### src/hw/rtl/pch_pkg.sv
package pch_pkg;

   localparam int HULL_SIZE_BITS = 7;

   typedef enum logic [4:0] {
      ST_IDLE,
      ST_INS_CMP,
      ST_INS_PUT,
      ST_LR0,
      ST_LR1,
      ST_LR2,
      ST_CH_INIT,
      ST_CH_NEXT,
      ST_CH_GET,
      ST_PART_MUL,
      ST_PART_EVAL,
      ST_PUSH_CHK,
      ST_TURN_MUL,
      ST_TURN_EVAL,
      ST_POP_RD,
      ST_EMIT_RD,
      ST_EMIT_LD,
      ST_ECHO
   } state_type;

   typedef struct packed {
      logic neg;
      logic zero;
   } turn_sign_type;

endpackage

### src/hw/rtl/pch_cross.sv
// registered cross product a1*b1 - a2*b2, sign valid in the cycle after the operands
module pch_cross #(
   parameter int DW = 17
) (
   input  logic                   clock,
   input  logic signed [DW-1:0]   a1,
   input  logic signed [DW-1:0]   b1,
   input  logic signed [DW-1:0]   a2,
   input  logic signed [DW-1:0]   b2,
   output pch_pkg::turn_sign_type sign
);

   localparam int PW = 2 * DW;

   logic signed [PW-1:0] m1_ff;
   logic signed [PW-1:0] m2_ff;
   logic signed [PW:0]   diff;

   always_ff @(posedge clock) begin
      m1_ff <= a1 * b1;
      m2_ff <= a2 * b2;
   end

   assign diff      = (PW + 1)'(m1_ff) - (PW + 1)'(m2_ff);
   assign sign.neg  = diff[PW];
   assign sign.zero = (diff == '0);

endmodule

### config.mk
export PLATFORM = sky130hd
export DESIGN_NAME = pch_cross
export DESIGN_NICKNAME = d
export VERILOG_FILES = /design/src/hw/rtl/pch_pkg.sv /design/src/hw/rtl/pch_cross.sv
export SDC_FILE = /design/constraint.sdc
export NUM_CORES = 2
export LEC_CHECK = 0
export BUFFER_PORTS_ARGS = -buffer_cell sky130_fd_sc_hd__buf_2
export CAP_MARGIN = 20
export CORE_MARGIN = 2
export CORE_UTILIZATION = 49
export CTS_CLUSTER_DIAMETER = 40
export DETAILED_ROUTE_END_ITERATION = 6
export PLACE_DENSITY = 0.68
export SLEW_MARGIN = 20
export SYNTH_ARGS = -nofsm -noshare
export SYNTH_HDL_FRONTEND = slang
export SYNTH_SLANG_ARGS = --single-unit
### constraint.sdc
create_clock -name clock -period 8.97 [get_ports clock]
set_input_delay 1.3455 -clock clock [delete_from_list [all_inputs] [get_ports clock]]
set_output_delay 1.3455 -clock clock [all_outputs]
set_load 0.05 [all_outputs]
# Word-level counts from Yosys, hierarchy flattened
# Index checks and enable logic that the tools add are counted.
# op_classes
addsub	1
mul	2
reduce_logical	1
# op_table
operator	count
multiplier 17 x 17 -> 34 bit	2
zero test 35 bit	1
subtractor 34 x 34 -> 35 bit	1
# totals
regBits	68
in_bits	69
output_inout_bits	2
word_cells	6

# Logic depth before layout (Yosys ltp)
# depth
ltp_word	2
mapped_depth	26
ltp_nobuf	24

# Worst setup path after synthesis
# OpenSTA, ideal clock, no wires.
# synth_path
path_type	in2reg
start	input b2[2]
end	register m2_ff[33]
setup_time_ps	72
t_arrival_ps	7152
t_required_ps	8898
slack_ps	1746
cell_stages	21
n_path_buf	1
cell_sequence	clkbuf_1 > nand2_1 > inv_1 > fa_1 > fa_1 > fa_1 > fa_1 > fa_1 > inv_1 > fa_1 > inv_1 > ha_1 > a21o_1 > a21oi_1 > o2111ai_1 > and3_1 > a41o_1 > o41ai_1 > o21bai_1 > a21oi_1 > xnor2_1
# synth_via
elab_chain_cells	1
# synth_lines
item	line_no	rtl
from (decl)	pch_cross.sv:9	input logic signed [DW-1:0] b2,
multiplier 17 x 17 -> 34 bit	pch_cross.sv:21	m2_ff <= a2 * b2;
to (signal assigned)	pch_cross.sv:21	
to (decl)	pch_cross.sv:16	logic signed [PW-1:0] m2_ff;
# Every way passes these cells.

# Worst setup path after layout
# Same ends and word-level chain as after synthesis.

==> summary.txt <==
Synth
  • Post-synthesis instance area: 25070 um2
  • Synthesized area divided by synthesized cell count: 9.118 um2
  • Synth Warn #: 0
  • Synth Register Bits: 68
  • Synth async-reset ratio: 0
  • Post-synthesis sequential area ratio: 0.05431
  • Flip-flop cell with the highest count after synthesis: sky130_fd_sc_hd__dfxtp_1
  • Cell variety after synth: 65
  • Net count of the mapped netlist: 3615
  • Post-synthesis instance total: 2749
  • Number of enable-type register cells in the synthesized netlist: 0

Clock network
  • Post-CTS setup buffer count: 0
  • Clock buffer count from CTS: 9
  • Clock buffer depth: 2
  • CTS HTree Levels: 3
  • Clock slew at reported path FFs: 0.05 ns
  • Post-CTS Hold Fix Bufs: 0
  • Clock sink count: 68
  • CTS Root Buffer Type: sky130_fd_sc_hd__clkbuf_16
  • Number of gates given a new drive strength after cts: 0
  • CTS tree: yes

Detailed routing
  • Total vias in the final route: 18010
  • Number of DRC violations after detailed-routing iteration 0: 995
  • Detailed-router iteration count before antenna repair: 5
  • Antenna violation net count after detailed routing: 0
  • Vias/cell: 5.260
  • Average routed wire per standard cell: 15.51 um
  • Sum of routed wire length over all layers: 53110 um
  • Drt drc: 0

Worst hold path
  • Worst hold path type: in -> reg

Critical path
  • Startpoint types: input pin
  • Required @ worst endpoint: 9.23 ns
  • Cell type with the highest occurrence count on the critical path: sky130_fd_sc_hd__fa_1
  • Data arrival, critical path: 7.68 ns
  • Kind of capture point of the worst setup path: register
  • Critical path class: in -> reg
  • Largest fanout on the critical path: 17
  • CP bufs+invs: 4
  • Delay contributed by the slowest stage of the critical path: 0.89 ns
  • Critical-path top delay cell: sky130_fd_sc_hd__fa_1
  • Cell family with most CP delay: adder cells
  • Critical Path, Cell by Cell: buf_2 > nand2_1 > inv_1 > fa_1 > fa_1 > fa_1 > fa_1 > fa_1 > inv_1 > fa_1 > inv_1 > ha_1 > a21o_1 > a21oi_1 > o2111ai_1 > and3_1 > a41o_1 > o41ai_1 > o21bai_1 > a21oi_1 > xnor2_1

Finish
  • Final std cell area, no fill: 26230 um2
  • Sequential cell area in the final layout: 1361 um2
  • Fraction of layout cells with a size suffix above 1: 0.03455
  • Signed area change from the synthesized netlist to the final layout: 4.638%
  • Fill cell total of the finished layout: 4592
  • Final cell utilization of the core: 0.5206
  • NumNets Final: 3613
  • Area of combinational cells with multiple inputs: 20850 um2

STA
  • Max-Slew Margin vs Limit: 0.5659
  • Transition time at the pin with the least slew margin: 0.6492 ns
  • Number of max-slew violations in the final report: 0
  • Total Negative Setup Slacks: 0 ns
  • Fraction of the cycle the final worst path needs: 0.8268
  • Peak clock frequency supported by timing: 134.8 MHz
  • Number of setup violations in the final report: 0
  • Final Hold Viols: 0
  • Unrepaired setup endpoints after global routing: false
  • Shortest period the worst path allows: 7.416 ns

GRT
  • Total track usage: 0.2172
  • Global-route wire length before repair: 93980 um
  • Via count of the first global-routing pass: 19920
  • Initial antenna violation count: 0
  • Overflow left after global routing: 0
  • Maximum number of pins on one net before global-route repair: 18

Die
  • Number of placed I/O pins: 71
  • Horiz. Die Dim: 230.2 um
  • Cell Rows: 82
  • Die footprint: 52980 um2
  • Placeable Area: 50380 um2
  • Initial core utilization: 0.4976
  • Vertical extent of the die: 230.2 um

Status
  • Run status: finished clean

Place
  • Final weighted congestion of routability-driven global placement: 0.8663
  • Half-perimeter wire length after placement: 45440 um
  • Total of buffers placed on input and output ports: 70
  • Placed instance area: 25930 um2

Run
  • Max-cap violations: 0
==> layout make-up <==
cell class              count  share of cell area
well taps                 672             0.03206
diodes                      1          0.00009541
multi-input cells        1923              0.7949
clock buffers              12            0.009780
repair buffers             70             0.01336
inverters                 675             0.09660
clock inverters             2            0.001336
flip-flops and latches     68             0.05190
==> metrics by stage <==
step / hold slack (ns) / setup WS, ns / std cells
3_5_place_dp: 1.815 / 1.199 / 3408
4_1_cts: 1.455 / 1.525 / 3422
2_1_floorplan: 1.467 / 1.746 / 2749
3_3_place_gp: 1.811 / 1.330 / 3408
6_report: 1.465 / 1.554 / 3423
5_1_grt: 1.471 / 1.054 / 3422
==> flip-flops by register name (all words and copies together), names as in the netlist <==
name	cells
m1_ff	34
m2_ff	34
==> cell usage after synthesis (all sizes together), types with 3 or more instances <==
cell type  number  share of area
xor2           15         0.0052
clkbuf         76          0.011
or2             3        0.00075
o21ai          45         0.0090
a21oi          65          0.013
nor3b           5         0.0015
nand2b         25         0.0062
ha            204           0.10
mux2i           7         0.0028
nor3           14         0.0028
a31o            3         0.0010
a21boi          4         0.0012
xnor2          63          0.022
o2111ai        10         0.0035
o21bai         10         0.0030
nor4b           6         0.0026
a31oi          11         0.0027
dfxtp          68          0.054
o31a            4         0.0014
a211o           4         0.0014
nand3          23         0.0046
a211oi         10         0.0030
and3            7         0.0017
o211ai          4         0.0012
or3             9         0.0022
nor4            4         0.0012
a21o           38          0.011
and2          294          0.073
nand4           7         0.0017
buf             7         0.0015
o21a           16         0.0048
a41oi           4         0.0014
fa            593           0.47
a41o            3         0.0012
inv           675           0.10
nor2           85          0.013
a21bo           3         0.0012
nand2         294          0.044
nor2b           7         0.0017
==> cell families after synthesis <==
family	Yosys count	synth area share
buffers and inverters	758	0.1140
muxes	8	0.003245
adders and majority gates	797	0.5755
xor gates and xnor gates	78	0.02726
DFF	68	0.05431
AOI/OAI and AO/OA	251	0.06654
and+or+nand+nor	789	0.1592
==> per-layer routing <==
| metal | GRT usage | vias up | share of wire |
|---|---|---|---|
| met4 | 0.05242 | 0 | 0.024 |
| met1 | 0.2772 | 9316 | 0.41 |
| li1 | - | 8193 | - |
| met5 | 0 | - | 0 |
| met2 | 0.3909 | 399 | 0.52 |
| met3 | 0.02790 | 97 | 0.046 |
==> final timing paths <==
check | depth (start not counted) | from | to
worst max-delay path | 21 | b2[2] | m2_ff[33]
worst min-delay path | 2 | b2[0] | m2_ff[0]
==> layout by cell type (no fill, tap or decap), types with 5 or more instances in the layout <==
| cell | Yosys | routed |
|---|---|---|
| sky130_fd_sc_hd__and3_1 | 7 | 7 |
| sky130_fd_sc_hd__a31oi_1 | 11 | 11 |
| sky130_fd_sc_hd__nor2_1 | 85 | 85 |
| sky130_fd_sc_hd__fa_1 | 593 | 593 |
| sky130_fd_sc_hd__o21a_1 | 16 | 16 |
| sky130_fd_sc_hd__o2111ai_1 | 10 | 10 |
| sky130_fd_sc_hd__nand3_1 | 23 | 23 |
| sky130_fd_sc_hd__clkbuf_16 | 0 | 9 |
| sky130_fd_sc_hd__a21o_1 | 38 | 38 |
| sky130_fd_sc_hd__or3_1 | 9 | 9 |
| sky130_fd_sc_hd__inv_1 | 675 | 675 |
| sky130_fd_sc_hd__nor3_1 | 14 | 14 |
| sky130_fd_sc_hd__o21ai_0 | 42 | 42 |
| sky130_fd_sc_hd__xor2_1 | 15 | 15 |
| sky130_fd_sc_hd__dfxtp_1 | 68 | 68 |
| sky130_fd_sc_hd__xnor2_1 | 63 | 63 |
| sky130_fd_sc_hd__nor3b_1 | 5 | 5 |
| sky130_fd_sc_hd__nand2_1 | 294 | 294 |
| sky130_fd_sc_hd__nor2b_1 | 7 | 7 |
| sky130_fd_sc_hd__ha_1 | 204 | 204 |
| sky130_fd_sc_hd__and2_1 | 294 | 294 |
| sky130_fd_sc_hd__a21oi_1 | 65 | 65 |
| sky130_fd_sc_hd__nand4_1 | 7 | 7 |
| sky130_fd_sc_hd__mux2i_1 | 7 | 7 |
| sky130_fd_sc_hd__a211oi_1 | 10 | 10 |
| sky130_fd_sc_hd__o21bai_1 | 10 | 10 |
| sky130_fd_sc_hd__nand2b_1 | 25 | 25 |
| sky130_fd_sc_hd__buf_2 | 3 | 70 |
Power is not shown: default switching activity piles up to over one toggle a cycle in this logic, so the estimate is an artifact.
